<file path="src/rtl/grfc_pkg.sv">
// Shared types and constants for the gated reciprocal frequency counter.
package grfc_pkg;

    localparam int CPU_HZ_W = 27;
    localparam int WIN_W    = 16;
    localparam int EDGE_W   = 16;
    localparam int TICK_W   = 32;
    localparam int FREQ_W   = 32;
    localparam int PROD_W   = CPU_HZ_W + EDGE_W;

    localparam logic [CPU_HZ_W-1:0] CPU_HZ_RESET = 27'd16000000;
    localparam logic [WIN_W-1:0]    WINDOW_RESET = 16'd1000;

    // Configuration register indexes.
    localparam logic CFG_CPU_HZ = 1'b0;
    localparam logic CFG_WINDOW = 1'b1;

    // Event kinds.
    localparam logic [1:0] FUNC_START = 2'd0;
    localparam logic [1:0] FUNC_TICK  = 2'd1;
    localparam logic [1:0] FUNC_WRAP  = 2'd2;
    localparam logic [1:0] FUNC_EDGE  = 2'd3;

    typedef struct packed {
        logic [1:0]  func;
        logic [15:0] capture_stamp;
    } ev_t;

    typedef struct packed {
        logic [1:0]        mode;
        logic              done_res;
        logic [EDGE_W-1:0] edge_total;
        logic [TICK_W-1:0] tick_total;
        logic [FREQ_W-1:0] freq_q16;
    } res_t;

    // Outcome of one event from the tracker.
    typedef struct packed {
        logic [1:0]        mode;
        logic              done;
        logic [EDGE_W-1:0] edges;
        logic [TICK_W-1:0] ticks;
    } trk_t;

endpackage

</file>
<file path="src/rtl/grfc_track.sv">
// Event tracker: gate window, phase, edge and overflow counters, stamps.
module grfc_track #(
    parameter int TIMER_BITS = 16
) (
    input  logic                        clk,
    input  logic                        rst_n,
    input  logic                        accept,
    input  grfc_pkg::ev_t               ev,
    input  logic [grfc_pkg::WIN_W-1:0]  window_ticks,
    output grfc_pkg::trk_t              trk
);

    typedef enum logic [1:0] {
        PH_IDLE    = 2'd0,
        PH_PENDING = 2'd1,
        PH_RUNNING = 2'd2
    } phase_t;

    phase_t                        phase_reg, phase_next;
    logic [grfc_pkg::WIN_W-1:0]    tick_reg, tick_next, tick_inc;
    logic                          flag_reg, flag_next;
    logic [TIMER_BITS-1:0]         first_reg, first_next;
    logic [15:0]                   wrap_reg, wrap_next;
    logic [grfc_pkg::EDGE_W-1:0]   edge_reg, edge_next;
    logic [TIMER_BITS-1:0]         stamp;
    logic                          done;
    logic [grfc_pkg::TICK_W-1:0]   span;

    assign stamp    = ev.capture_stamp[TIMER_BITS-1:0];
    assign tick_inc = tick_reg + 1'b1;
    assign span     = grfc_pkg::TICK_W'(wrap_reg) << TIMER_BITS;

    always_comb
    begin
        phase_next = phase_reg;
        tick_next  = tick_reg;
        flag_next  = flag_reg;
        first_next = first_reg;
        wrap_next  = wrap_reg;
        edge_next  = edge_reg;
        done       = 1'b0;
        case (ev.func)
            grfc_pkg::FUNC_START:
            begin
                flag_next  = 1'b0;
                phase_next = PH_PENDING;
            end
            grfc_pkg::FUNC_TICK:
            begin
                if (tick_inc == window_ticks)
                begin
                    flag_next = 1'b1;
                    tick_next = '0;
                end
                else
                begin
                    tick_next = tick_inc;
                end
            end
            grfc_pkg::FUNC_WRAP:
            begin
                wrap_next = wrap_reg + 1'b1;
            end
            grfc_pkg::FUNC_EDGE:
            begin
                if (phase_reg == PH_PENDING && flag_reg)
                begin
                    first_next = stamp;
                    wrap_next  = '0;
                    edge_next  = '0;
                    flag_next  = 1'b0;
                    phase_next = PH_RUNNING;
                end
                else if (phase_reg == PH_RUNNING)
                begin
                    edge_next = edge_reg + 1'b1;
                    if (flag_reg)
                    begin
                        flag_next  = 1'b0;
                        phase_next = PH_IDLE;
                        done       = 1'b1;
                    end
                end
            end
            default:
            begin
                phase_next = phase_reg;
            end
        endcase
    end

    always_comb
    begin
        trk.mode  = phase_next;
        trk.done  = done;
        trk.edges = done ? edge_next : '0;
        trk.ticks = done ? (span + grfc_pkg::TICK_W'(stamp) - grfc_pkg::TICK_W'(first_reg))
                         : '0;
    end

    always_ff @(posedge clk or negedge rst_n)
    begin
        if (!rst_n)
        begin
            phase_reg <= PH_IDLE;
            tick_reg  <= '0;
            flag_reg  <= 1'b0;
            first_reg <= '0;
            wrap_reg  <= '0;
            edge_reg  <= '0;
        end
        else if (accept)
        begin
            phase_reg <= phase_next;
            tick_reg  <= tick_next;
            flag_reg  <= flag_next;
            first_reg <= first_next;
            wrap_reg  <= wrap_next;
            edge_reg  <= edge_next;
        end
    end

endmodule

</file>
<file path="src/rtl/grfc_mul.sv">
// Bit-serial shift-add multiplier: cpu_hz times edge count, one bit per cycle.
module grfc_mul (
    input  logic                            clk,
    input  logic                            rst_n,
    input  logic                            start,
    input  logic [grfc_pkg::CPU_HZ_W-1:0]   mcand,
    input  logic [grfc_pkg::EDGE_W-1:0]     mplier,
    output logic                            done,
    output logic [grfc_pkg::PROD_W-1:0]     prod
);

    localparam int CNT_W = $clog2(grfc_pkg::EDGE_W);

    logic                            busy_reg;
    logic                            done_reg;
    logic [CNT_W-1:0]                cnt_reg;
    logic [grfc_pkg::PROD_W-1:0]     prod_reg;
    logic [grfc_pkg::CPU_HZ_W:0]     sum;
    logic                            last_bit;

    // Add into the upper part, then shift the whole product right.
    assign sum = {1'b0, prod_reg[grfc_pkg::PROD_W-1:grfc_pkg::EDGE_W]}
               + (prod_reg[0] ? {1'b0, mcand} : '0);

    assign last_bit = (cnt_reg == CNT_W'(grfc_pkg::EDGE_W - 1));

    always_ff @(posedge clk or negedge rst_n)
    begin
        if (!rst_n)
        begin
            busy_reg <= 1'b0;
            done_reg <= 1'b0;
            cnt_reg  <= '0;
        end
        else
        begin
            done_reg <= !start && busy_reg && last_bit;
            if (start)
            begin
                busy_reg <= 1'b1;
                cnt_reg  <= '0;
            end
            else if (busy_reg)
            begin
                cnt_reg <= cnt_reg + 1'b1;
                if (last_bit)
                begin
                    busy_reg <= 1'b0;
                end
            end
        end
    end

    always_ff @(posedge clk)
    begin
        if (start)
        begin
            prod_reg <= {{grfc_pkg::CPU_HZ_W{1'b0}}, mplier};
        end
        else if (busy_reg)
        begin
            prod_reg <= {sum, prod_reg[grfc_pkg::EDGE_W-1:1]};
        end
    end

    assign done = done_reg;
    assign prod = prod_reg;

endmodule

</file>
<file path="src/rtl/grfc_div.sv">
// Restoring divider: (prod << 16) / ticks, one quotient bit per cycle, saturating.
module grfc_div (
    input  logic                            clk,
    input  logic                            rst_n,
    input  logic                            start,
    input  logic [grfc_pkg::PROD_W-1:0]     prod,
    input  logic [grfc_pkg::TICK_W-1:0]     den,
    output logic                            done,
    output logic [grfc_pkg::FREQ_W-1:0]     quot
);

    localparam int LO_W  = grfc_pkg::EDGE_W;
    localparam int HI_W  = grfc_pkg::PROD_W - LO_W;
    localparam int CNT_W = $clog2(grfc_pkg::FREQ_W);

    logic                            busy_reg;
    logic                            done_reg;
    logic [CNT_W-1:0]                cnt_reg;
    logic [grfc_pkg::TICK_W-1:0]     rem_reg;
    logic [grfc_pkg::FREQ_W-1:0]     sh_reg;
    logic [grfc_pkg::TICK_W:0]       trial;
    logic [grfc_pkg::TICK_W:0]       diff;
    logic                            fits;
    logic                            sat;
    logic                            zero_den;
    logic                            last_bit;

    assign zero_den = (den == '0);
    // Quotient overflows 32 bits when the upper numerator already reaches the divisor.
    assign sat      = (grfc_pkg::TICK_W'(prod[grfc_pkg::PROD_W-1:LO_W]) >= den);
    assign trial    = {rem_reg, sh_reg[grfc_pkg::FREQ_W-1]};
    assign diff     = trial - {1'b0, den};
    assign fits     = (trial >= {1'b0, den});
    assign last_bit = (cnt_reg == CNT_W'(grfc_pkg::FREQ_W - 1));

    always_ff @(posedge clk or negedge rst_n)
    begin
        if (!rst_n)
        begin
            busy_reg <= 1'b0;
            done_reg <= 1'b0;
            cnt_reg  <= '0;
        end
        else
        begin
            done_reg <= start ? (zero_den || sat) : (busy_reg && last_bit);
            if (start)
            begin
                cnt_reg <= '0;
                if (!zero_den && !sat)
                begin
                    busy_reg <= 1'b1;
                end
            end
            else if (busy_reg)
            begin
                cnt_reg <= cnt_reg + 1'b1;
                if (last_bit)
                begin
                    busy_reg <= 1'b0;
                end
            end
        end
    end

    always_ff @(posedge clk)
    begin
        if (start)
        begin
            rem_reg <= grfc_pkg::TICK_W'(prod[grfc_pkg::PROD_W-1:LO_W]);
            if (zero_den)
            begin
                sh_reg <= '0;
            end
            else if (sat)
            begin
                sh_reg <= '1;
            end
            else
            begin
                sh_reg <= {prod[LO_W-1:0], {(grfc_pkg::FREQ_W - LO_W){1'b0}}};
            end
        end
        else if (busy_reg)
        begin
            rem_reg <= fits ? diff[grfc_pkg::TICK_W-1:0] : trial[grfc_pkg::TICK_W-1:0];
            sh_reg  <= {sh_reg[grfc_pkg::FREQ_W-2:0], fits};
        end
    end

    assign done = done_reg;
    assign quot = sh_reg;

    // Unused high bit check: HI_W bits of numerator feed the remainder.
    initial_width_ok: assert property (@(posedge clk) disable iff (!rst_n)
        (HI_W <= grfc_pkg::TICK_W))
        else $error("numerator upper part wider than divisor");

endmodule

</file>
<file path="src/rtl/gated_reciprocal_frequency_counter.sv">
// Top level of the gated reciprocal frequency counter.
//
//  channel | signals                              | moves
//  --------+--------------------------------------+---------------------------
//  ev      | ev_valid, ev_ready, ev_item (ev_t)   | one event item in
//  res     | res_valid, res_ready, res_item       | one result item per event
//  cfg     | cfg_valid, cfg_ready, cfg_index/data | register write, always ready
//
//  Events that do not close a window: result is valid in the cycle after accept.
//  Window-closing edge: the bit-serial multiplier runs and hands off to the
//  bit-serial divider (which skips its bit loop when ticks are zero or the result
//  saturates), then the result register is loaded once the output register is free.
//  One item is in work at a time; the next item enters only while the output
//  register is empty or its item leaves in the same cycle, and a closing edge
//  holds ev_ready low until its result is loaded. Reset clears all counters
//  and phase to idle.
module gated_reciprocal_frequency_counter #(
    parameter int TIMER_BITS = 16
) (
    input  logic                            clk,
    input  logic                            rst_n,
    input  logic                            ev_valid,
    output logic                            ev_ready,
    input  grfc_pkg::ev_t                   ev_item,
    output logic                            res_valid,
    input  logic                            res_ready,
    output grfc_pkg::res_t                  res_item,
    input  logic                            cfg_valid,
    output logic                            cfg_ready,
    input  logic                            cfg_index,
    input  logic [grfc_pkg::CPU_HZ_W-1:0]   cfg_data
);

    typedef enum logic [1:0] {
        ST_READY,
        ST_MUL,
        ST_DIV,
        ST_HOLD
    } state_t;

    state_t                            state_reg;
    logic                              res_valid_reg;
    grfc_pkg::res_t                    res_reg;
    grfc_pkg::trk_t                    pend_reg;
    logic [grfc_pkg::CPU_HZ_W-1:0]     cpu_hz_reg;
    logic [grfc_pkg::WIN_W-1:0]        window_reg;

    grfc_pkg::trk_t                    trk;
    logic                              ev_accept;
    logic                              res_free;
    logic                              load_res;
    logic                              mul_done;
    logic [grfc_pkg::PROD_W-1:0]       prod;
    logic                              div_done;
    logic [grfc_pkg::FREQ_W-1:0]       quot;

    assign res_free  = !res_valid_reg || res_ready;
    assign ev_ready  = (state_reg == ST_READY) && res_free;
    assign ev_accept = ev_valid && ev_ready;
    assign load_res  = (ev_accept && !trk.done) || (state_reg == ST_HOLD && res_free);
    assign cfg_ready = 1'b1;
    assign res_valid = res_valid_reg;
    assign res_item  = res_reg;

    grfc_track #(
        .TIMER_BITS (TIMER_BITS)
    ) u_track (
        .clk          (clk),
        .rst_n        (rst_n),
        .accept       (ev_accept),
        .ev           (ev_item),
        .window_ticks (window_reg),
        .trk          (trk)
    );

    grfc_mul u_mul (
        .clk    (clk),
        .rst_n  (rst_n),
        .start  (ev_accept && trk.done),
        .mcand  (cpu_hz_reg),
        .mplier (trk.edges),
        .done   (mul_done),
        .prod   (prod)
    );

    grfc_div u_div (
        .clk   (clk),
        .rst_n (rst_n),
        .start (mul_done),
        .prod  (prod),
        .den   (pend_reg.ticks),
        .done  (div_done),
        .quot  (quot)
    );

    always_ff @(posedge clk or negedge rst_n)
    begin
        if (!rst_n)
        begin
            cpu_hz_reg <= grfc_pkg::CPU_HZ_RESET;
            window_reg <= grfc_pkg::WINDOW_RESET;
        end
        else if (cfg_valid)
        begin
            case (cfg_index)
                grfc_pkg::CFG_CPU_HZ: cpu_hz_reg <= cfg_data;
                grfc_pkg::CFG_WINDOW: window_reg <= cfg_data[grfc_pkg::WIN_W-1:0];
                default:              cpu_hz_reg <= cpu_hz_reg;
            endcase
        end
    end

    always_ff @(posedge clk or negedge rst_n)
    begin
        if (!rst_n)
        begin
            state_reg     <= ST_READY;
            res_valid_reg <= 1'b0;
        end
        else
        begin
            if (load_res)
            begin
                res_valid_reg <= 1'b1;
            end
            else if (res_ready)
            begin
                res_valid_reg <= 1'b0;
            end
            case (state_reg)
                ST_READY:
                begin
                    if (ev_accept && trk.done)
                    begin
                        state_reg <= ST_MUL;
                    end
                end
                ST_MUL:
                begin
                    if (mul_done)
                    begin
                        state_reg <= ST_DIV;
                    end
                end
                ST_DIV:
                begin
                    if (div_done)
                    begin
                        state_reg <= ST_HOLD;
                    end
                end
                ST_HOLD:
                begin
                    // Wait for the output register to drain, then load the result.
                    if (res_free)
                    begin
                        state_reg <= ST_READY;
                    end
                end
                default:
                begin
                    state_reg <= ST_READY;
                end
            endcase
        end
    end

    always_ff @(posedge clk)
    begin
        if (ev_accept)
        begin
            pend_reg            <= trk;
            res_reg.mode        <= trk.mode;
            res_reg.done_res    <= trk.done;
            res_reg.edge_total  <= trk.edges;
            res_reg.tick_total  <= trk.ticks;
            res_reg.freq_q16    <= '0;
        end
        else if (state_reg == ST_HOLD && res_free)
        begin
            res_reg.mode        <= pend_reg.mode;
            res_reg.done_res    <= pend_reg.done;
            res_reg.edge_total  <= pend_reg.edges;
            res_reg.tick_total  <= pend_reg.ticks;
            res_reg.freq_q16    <= quot;
        end
    end

    a_busy_blocks_input: assert property (@(posedge clk) disable iff (!rst_n)
        (state_reg != ST_READY) |-> !ev_ready)
        else $error("item accepted while a measurement is in work");

    a_closing_edge_starts_mul: assert property (@(posedge clk) disable iff (!rst_n)
        (ev_accept && trk.done) |=> (state_reg == ST_MUL))
        else $error("closing edge did not start the multiplier");

    a_mul_done_in_mul: assert property (@(posedge clk) disable iff (!rst_n)
        mul_done |-> (state_reg == ST_MUL))
        else $error("multiplier finished outside its state");

    a_div_done_in_div: assert property (@(posedge clk) disable iff (!rst_n)
        div_done |-> (state_reg == ST_DIV))
        else $error("divider finished outside its state");

    a_plain_result_no_freq: assert property (@(posedge clk) disable iff (!rst_n)
        (ev_accept && !trk.done) |=> (res_valid && !res_item.done_res
                                      && res_item.freq_q16 == '0))
        else $error("non-closing event produced a measurement");

endmodule

</file>
<file path="config.mk">
export PLATFORM = sky130hd
export DESIGN_NAME = gated_reciprocal_frequency_counter
export DESIGN_NICKNAME = d
export VERILOG_FILES = /design/src/rtl/grfc_pkg.sv /design/src/rtl/grfc_track.sv /design/src/rtl/grfc_mul.sv /design/src/rtl/grfc_div.sv /design/src/rtl/gated_reciprocal_frequency_counter.sv
export SDC_FILE = /design/constraint.sdc
export NUM_CORES = 1
export LEC_CHECK = 0
export ABC_AREA = 1
export BUFFER_PORTS_ARGS = -buffer_cell sky130_fd_sc_hd__buf_2
export CORE_UTILIZATION = 36
export DETAILED_ROUTE_END_ITERATION = 7
export GPL_TIMING_DRIVEN = 0
export SETUP_SLACK_MARGIN = 0.4
export SYNTH_ARGS = -nofsm -noshare
export SYNTH_HDL_FRONTEND = slang
export SYNTH_SLANG_ARGS = --single-unit
export TNS_END_PERCENT = 100
</file>
<file path="constraint.sdc">
create_clock -name clk -period 3.1 [get_ports clk]
set_input_delay 0.465 -clock clk [delete_from_list [all_inputs] [get_ports clk]]
set_output_delay 0.465 -clock clk [all_outputs]
set_load 0.05 [all_outputs]
</file>
# Yosys cells after proc, flatten, opt, wreduce, memory -nomap -nowiden
# Cells that the tools add are included.
totals:
  reg_bits: 367
  inputBits: 51
  output_inout_bits: 86
  wordCells: 146
classes:
  addsub: 9
  magnitude_cmp: 2
  n_eq_ne: 19
  mux: 51
  bitwise: 1
  reduce_logical: 34
ops:
  columns: ["cell", "n"]
  rows:
  - ["2-to-1 mux 32 bit", 6]
  - ["2-to-1 mux 83 bit", 2]
  - ["2-to-1 mux 16 bit", 8]
  - ["2-to-1 mux 27 bit", 3]
  - ["adder 16 x 1 -> 16 bit, second input constant", 3]
  - ["greater-or-equal comparator 33 x 32 -> 1 bit", 1]
  - ["adder 32 x 16 -> 32 bit", 1]
  - ["greater-or-equal comparator 27 x 32 -> 1 bit", 1]
  - ["logical NOT 32 bit", 1]
  - ["one-hot mux 16 bit (2 select lines)", 1]
  - ["subtractor 32 x 16 -> 32 bit", 1]
  - ["subtractor 32 bit", 1]
  - ["adder 27 x 27 -> 28 bit", 1]
  - ["2-to-1 mux 1 bit", 17]
  - ["equality test 16 bit", 1]
  - ["2-to-1 mux 2 bit", 7]
  - ["!= test 2 x 1 -> 1 bit, second input constant", 6]
  - ["equality test 2 bit, second input constant", 5]
  - ["logical AND 1 bit", 10]
  - ["2-to-1 mux 5 bit", 2]
  - ["nonzero test 2 bit", 5]
  - ["2-to-1 mux 4 bit", 2]
  - ["one-hot mux 2 bit (4 select lines)", 1]
  - ["AND reduction 4 bit", 2]
  - ["other kinds (16)", 28]

# Logic depth before layout (Yosys ltp)
depth:
  word_depth: 8
  ltp_mapped: 18

# By module
# From an unflattened synthesis, not the netlist that was laid out.
unflattened:
  hier_cells: 3116
  hier_area_um2: 23209.8
by_module_without_submodules:
  columns: ["mod", "n_inst", "cells_per_inst", "area_each_um2"]
  rows:
  - ["gated_reciprocal_frequency_counter", 1, 593, 6916.6]
  - ["grfc_div", 1, 990, 6687.7]
  - ["grfc_track", 1, 858, 5562.8]
  - ["grfc_mul", 1, 675, 4042.6]

# Worst setup path before layout
# Ideal clock, no wire load.
synth_path:
  path_kind: "register to register"
  start: "register res_valid_reg (netlist: res_valid)"
  end: "register res_reg, in the netlist res_item[32] (enable)"
  setup_ns: 0.435
  t_arrival_ns: 2.959
  required_ns: 2.665
  slack_ns: -0.294
  stages_incl_launch_ff: 6
  n_path_buf: 2
  cell_sequence: "dfrtp_1 > nand2_1 > nand3_2 > clkbuf_1 > o21ai_1 > clkbuf_1"
synth_between:
  elab_chain_cells: 5
  word_cells_on_any_way: 6
  cone_classes: "reduce/logical (6)"
synth_lines:
  columns: ["item", "line_no", "text"]
  rows:
  - ["from (decl)", "gated_reciprocal_frequency_counter.sv:42", "logic res_valid_reg;"]
  - ["from (signal assigned)", "gated_reciprocal_frequency_counter.sv:118", "res_valid_reg <= 1'b0;"]
  - ["from (signal assigned)", "gated_reciprocal_frequency_counter.sv:124", "res_valid_reg <= 1'b1;"]
  - ["from (signal assigned)", "gated_reciprocal_frequency_counter.sv:128", "res_valid_reg <= 1'b0;"]
  - ["logical NOT 1 bit *", "gated_reciprocal_frequency_counter.sv:57", "assign res_free = !res_valid_reg || res_ready;"]
  - ["logical OR 1 bit *", "gated_reciprocal_frequency_counter.sv:57", null]
  - ["logical AND 1 bit", "gated_reciprocal_frequency_counter.sv:58", "assign ev_ready = (state_reg == ST_READY) && res_free;"]
  - ["logical AND 1 bit", "gated_reciprocal_frequency_counter.sv:59", "assign ev_accept = ev_valid && ev_ready;"]
  - ["nonzero test 2 bit (no source line) *", null, null]
  - ["to (decl)", "gated_reciprocal_frequency_counter.sv:43", "grfc_pkg::res_t res_reg;"]
# Every way passes the cells marked *; elsewhere a longest branch is shown, timed or not.
# A chain may end at the register's enable or synchronous reset.

# Worst setup path after layout
layout_path:
  start: "register pend_reg[19] in the netlist's numbering"
  end: "register u_div.rem_reg[7] in the netlist's numbering (data pin)"
layout_between:
  elab_chain_cells: 4
layout_lines:
  columns: ["item", "line_no", "text"]
  rows:
  - ["from (decl)", "gated_reciprocal_frequency_counter.sv:44", "grfc_pkg::trk_t pend_reg;"]
  - ["from (signal assigned)", "gated_reciprocal_frequency_counter.sv:172", "pend_reg <= trk;"]
  - ["greater-or-equal comparator 33 x 32 -> 1 bit", "grfc_div.sv:33", "assign fits = (trial >= {1'b0, den});"]
  - ["2-to-1 mux 32 bit", "grfc_div.sv:86", "rem_reg <= fits ? diff[grfc_pkg::TICK_W-1:0] : trial[grfc_pkg::TICK_W-1:0];"]
  - ["2-to-1 mux 27 bit", "grfc_div.sv:84", "else if (busy_reg)"]
  - ["2-to-1 mux 27 bit", "grfc_div.sv:68", "if (start)"]
  - ["to (signal assigned)", "grfc_div.sv:70", "rem_reg <= grfc_pkg::TICK_W'(prod[grfc_pkg::PROD_W-1:LO_W]);"]
  - ["to (signal assigned)", "grfc_div.sv:86", null]
  - ["to (decl)", "grfc_div.sv:19", "logic [grfc_pkg::TICK_W-1:0] rem_reg;"]
# Every way passes these cells. The select of a mux whose other input is x is not followed.

==> results.tsv <==
stage	metric	value	unit
outcome	outcome	finished with violations	
outcome	failing checks	design-rule violations	
clocking	TritonCTS buffer count	43	
route	WL final	65680	um
synth	area leader, netlist	edfxtp_1	
job	maxcap violations	0	
floorplanning	cell row count	89	
synth	Post-synth EDFFs	177	
synth	main combinational cell family by area after synthesis	simple AND/OR/NAND/NOR gates	
clocking	TritonCTS clock tree	built	
floorplanning	Core Footprint	59240	um2
synth	register area share after synthesis	45.00	%
sta	Final Hold Viols	0	
synth	Post-Synth Simple-Gate Area	25.33	%
grt	Tot GR Track Use	21.21	%
sta	final period utilization	84.75	%
route	WL met3	4308	um
grt	global-route wire length before repair	100500	um
route	vias per inst	5.077	
synth	Top FF cell, synth	edfxtp_1	
synth	commonest cells in the synthesized netlist	nand2_1, inv_1, o21ai_0	
sta	headroom to the max-slew limit	40.24	%
setup_path	worst r2r path cells	14	
synth	xor and xnor area share after synthesis	1.816	%
setup_path	Critical Path Source Type	flop	
grt	GRT overflow	0	
grt	vias in the first global route	17970	
synth	synth unique cells	55	
min_path	worst hold path stage count	3	
setup_path	Critical R2R Capture	u_div.rem_reg[7]	
synth	mux contribution to synthesized area	0.5708	%
power_and_ir_drop	Pwr Density	1037	nW/um2
synth	top-count cell post-synth	nand2_1	
route	met2 WL post-DR	30020	um
setup_path	worst endpoint required time	3.40	ns
setup_path	Reg2Reg Setup Slack	0.47	ns
setup_path	Cell Chain, Critical Path	inv_1, ha_4, nand2_1, nor2_2, nand2_1, nor2_2, nand3_1, nand3_1, nor2_4, nand2_2, buf_4, nand2_1, nand3_1, o21ai_0	
setup_path	critical path's slowest cell	edfxtp_1	
setup_path	Setup Crit Path Kind	flop to flop	
route	antenna-violating nets left	0	
placed_design	Placed Cells	3681	
placed_design	dpl hpwl	50610	um
cells_and_area	number of flip-flops in the largest register	83	
cells_and_area	fillers	6111	
sta	RSZ-0062 raised after global routing	yes	
synth	compound-gate portion of the synthesized area	12.24	%
route	number of DRC markers in iteration 0	1333	
sta	Slew @ Worst Pin	0.8965	ns
route	highest routed layer	met4	
floorplanning	Initial Utilization	36.63	%
synth	Syn. warnings	0	
cells_and_area	# diodes	0	
synth	FFs w/ async S/R, synth	34.33	%
min_path	Hold Crit Class	input pin to flop	
placed_design	routability cong.	0.9414	
min_path	hold_sp	ev_item[5]	
synth	Syn Std Cell Area	21700	um2
floorplanning	die width	247.5	um
cells_and_area	final instance area	25250	um2
clocking	number of H-tree levels	2	
route	DRC Markers	7	
route	drt pass-1 iters	8	
cells_and_area	Area growth syn-to-layout	16.35	%
min_path	Worst Hold Path EP	u_track.first_reg[5]	
route	detailed-routing wirelength on met1	29290	um
clocking	CTS sink count	367	
clocking	Worst-path clk slew	0.06	ns
floorplanning	Die Area	61270	um2
cells_and_area	final non-filler cell total	3769	
sta	minimum clock period	2.627	ns
setup_path	Crit. End Element	flop	
grt	initial antenna violation count	0	
synth	cells after synthesis	2771	
setup_path	worst reg2reg startpoint	pend_reg[19]	
placed_design	DP Area	23400	um2
route	WL/cell	17.43	um
synth	Yosys reg bits	367	
sta	Fmax achieved	380.6	MHz
route	via count	19140	
setup_path	crit-path max FO	10	
synth	Yosys top cell area share	24.49	%
cells_and_area	Nets	3133	
grt	largest net degree at the start of global routing	76	
floorplanning	Vert. Die Dim	247.5	um
cells_and_area	share of cells above drive strength 1	13.12	%
sta	clock skew	0.02200	ns
power_and_ir_drop	maximum vdd drop	0.0005755	V
synth	top post-synthesis cells by area	edfxtp_1, dfrtp_1, nand2_1, ha_1, inv_1	
setup_path	Worst Path Arrival	2.93	ns
power_and_ir_drop	leakage power	11.57	nW
synth	Mapped Avg Cell Area	7.831	um2
setup_path	CP max stage delay	0.38	ns
clocking	Worst-Skew Late Latency	0.59	ns
clocking	root buf cell	clkbuf_16	
placed_design	Buffers on Ports	135	
floorplanning	I/O Pins	137	
sta	final setup violating endpoints	0	
synth	Syn Nets	2942	
clocking	Clock Path Buffers	3	
sta	final slew viol count	0	
synth	adder and majority gate portion of the synthesized area	7.023	%
per-layer routing:
metal | vias to the layer above | GRT usage [%]
met1 | 8874 | 28.49
met2 | 570 | 34.53
met4 | 0 | 7.488
met5 | - | 0
li1 | 9602 | -
met3 | 90 | 3.276
logic make-up (layout without fill, tap and decap cells):
logic type,Yosys count,in the layout
adder cells (fa/ha/maj),120,120
multiplexers,11,11
other,1,1
buffers and inverters,451,676
AO/OA/AOI/OAI,489,489
XOR/XNOR,45,45
AND/OR/NAND/NOR,1287,1287
flip-flops,367,367
per-stage QoR:
stage                     hold slack, ns  total power [W]  setup TNS (ns)  setup WS [ns]  util [%]
after global placement            0.4520          0.02065          -91.69        -0.4677     39.41
final                             0.1152          0.02618               0         0.4728     42.62
after global routing             0.09836          0.02807               0         0.3362     42.62
after detailed placement          0.4533          0.02073          -3.207        -0.3475     39.51
after CTS                        0.08308          0.02579               0         0.4059     41.95
after floorplan                   0.1694          0.01732               0         0.5386         -
cell usage in the layout (no fill, tap or decap), types with 7 or more instances in the layout:
cell	synthesis	layout
edfxtp_1	177	177
inv_1	363	341
nor2_1	223	213
o21bai_1	10	7
o21ai_1	26	30
nand3_1	157	156
xor2_1	20	20
nand4_1	47	47
nand3b_1	28	28
ha_1	117	103
nor3_1	37	33
a21oi_2	0	13
xnor2_1	25	25
inv_2	9	30
nand2_1	737	730
ha_4	0	10
o21ai_0	233	223
buf_4	6	16
dfxtp_1	64	64
dfrtp_1	113	113
clkbuf_1	49	59
a21oi_1	137	122
o211ai_1	19	19
nand2_2	12	19
buf_2	11	143
nor4_1	18	16
clkbuf_16	0	45
o22ai_1	32	32
nor2_2	9	16
a21o_1	8	8
dfstp_2	13	13
mux2_2	11	11
or2_2	7	7
area by class of cell:
cell class / count / area, um2 / area share [%]
multi-input cells: 1953 / 10570 / 41.88
flip-flops and latches: 367 / 9766 / 38.68
inverters: 374 / 1406 / 5.570
clock buffers: 64 / 1216 / 4.817
well taps: 773 / 967.2 / 3.831
repair buffers: 146 / 799.5 / 3.167
plain buffers: 77 / 396.6 / 1.571
clock inverters: 15 / 123.9 / 0.4906
report_power, final:
group | internal [W] | switching (W)
sequential | 0.00736 | 0.00120
combinational | 0.00395 | 0.00880
clock | 0.00274 | 0.00212
worst max-delay path by stage:
stage / startpoint / slack [ns] / end
CTS: pend_reg[7] / 0.41 / u_div.rem_reg[6]
detailed placement: u_mul.prod[0] / -0.35 / u_mul.prod[39]
finish: pend_reg[19] / 0.47 / u_div.rem_reg[7]
global route: pend_reg[23] / 0.34 / u_div.rem_reg[7]
floorplan: res_valid / 0.54 / res_item[32]
global placement: res_ready / -0.47 / res_item[82]
worst max-delay path: cells and delay by family, from the launching register on:
family | cells | cell delay [ns]
and+or+nand+nor | 10 | 1.15
buffers and inverters | 2 | 0.52
DFF | 1 | 0.38
adders and majority gates | 1 | 0.22
AOI/OAI and AO/OA | 1 | 0.09
what timing repair did:
item                       in CTS  in global routing
resized for setup              39                 89
setup endpoints to repair     152                144
hold buffers                    1                  0
buffers inserted                0                  8
pin swaps                       0                  5
hold endpoints to repair       38                  0
Note: power is estimated with default switching activity, not from simulation.
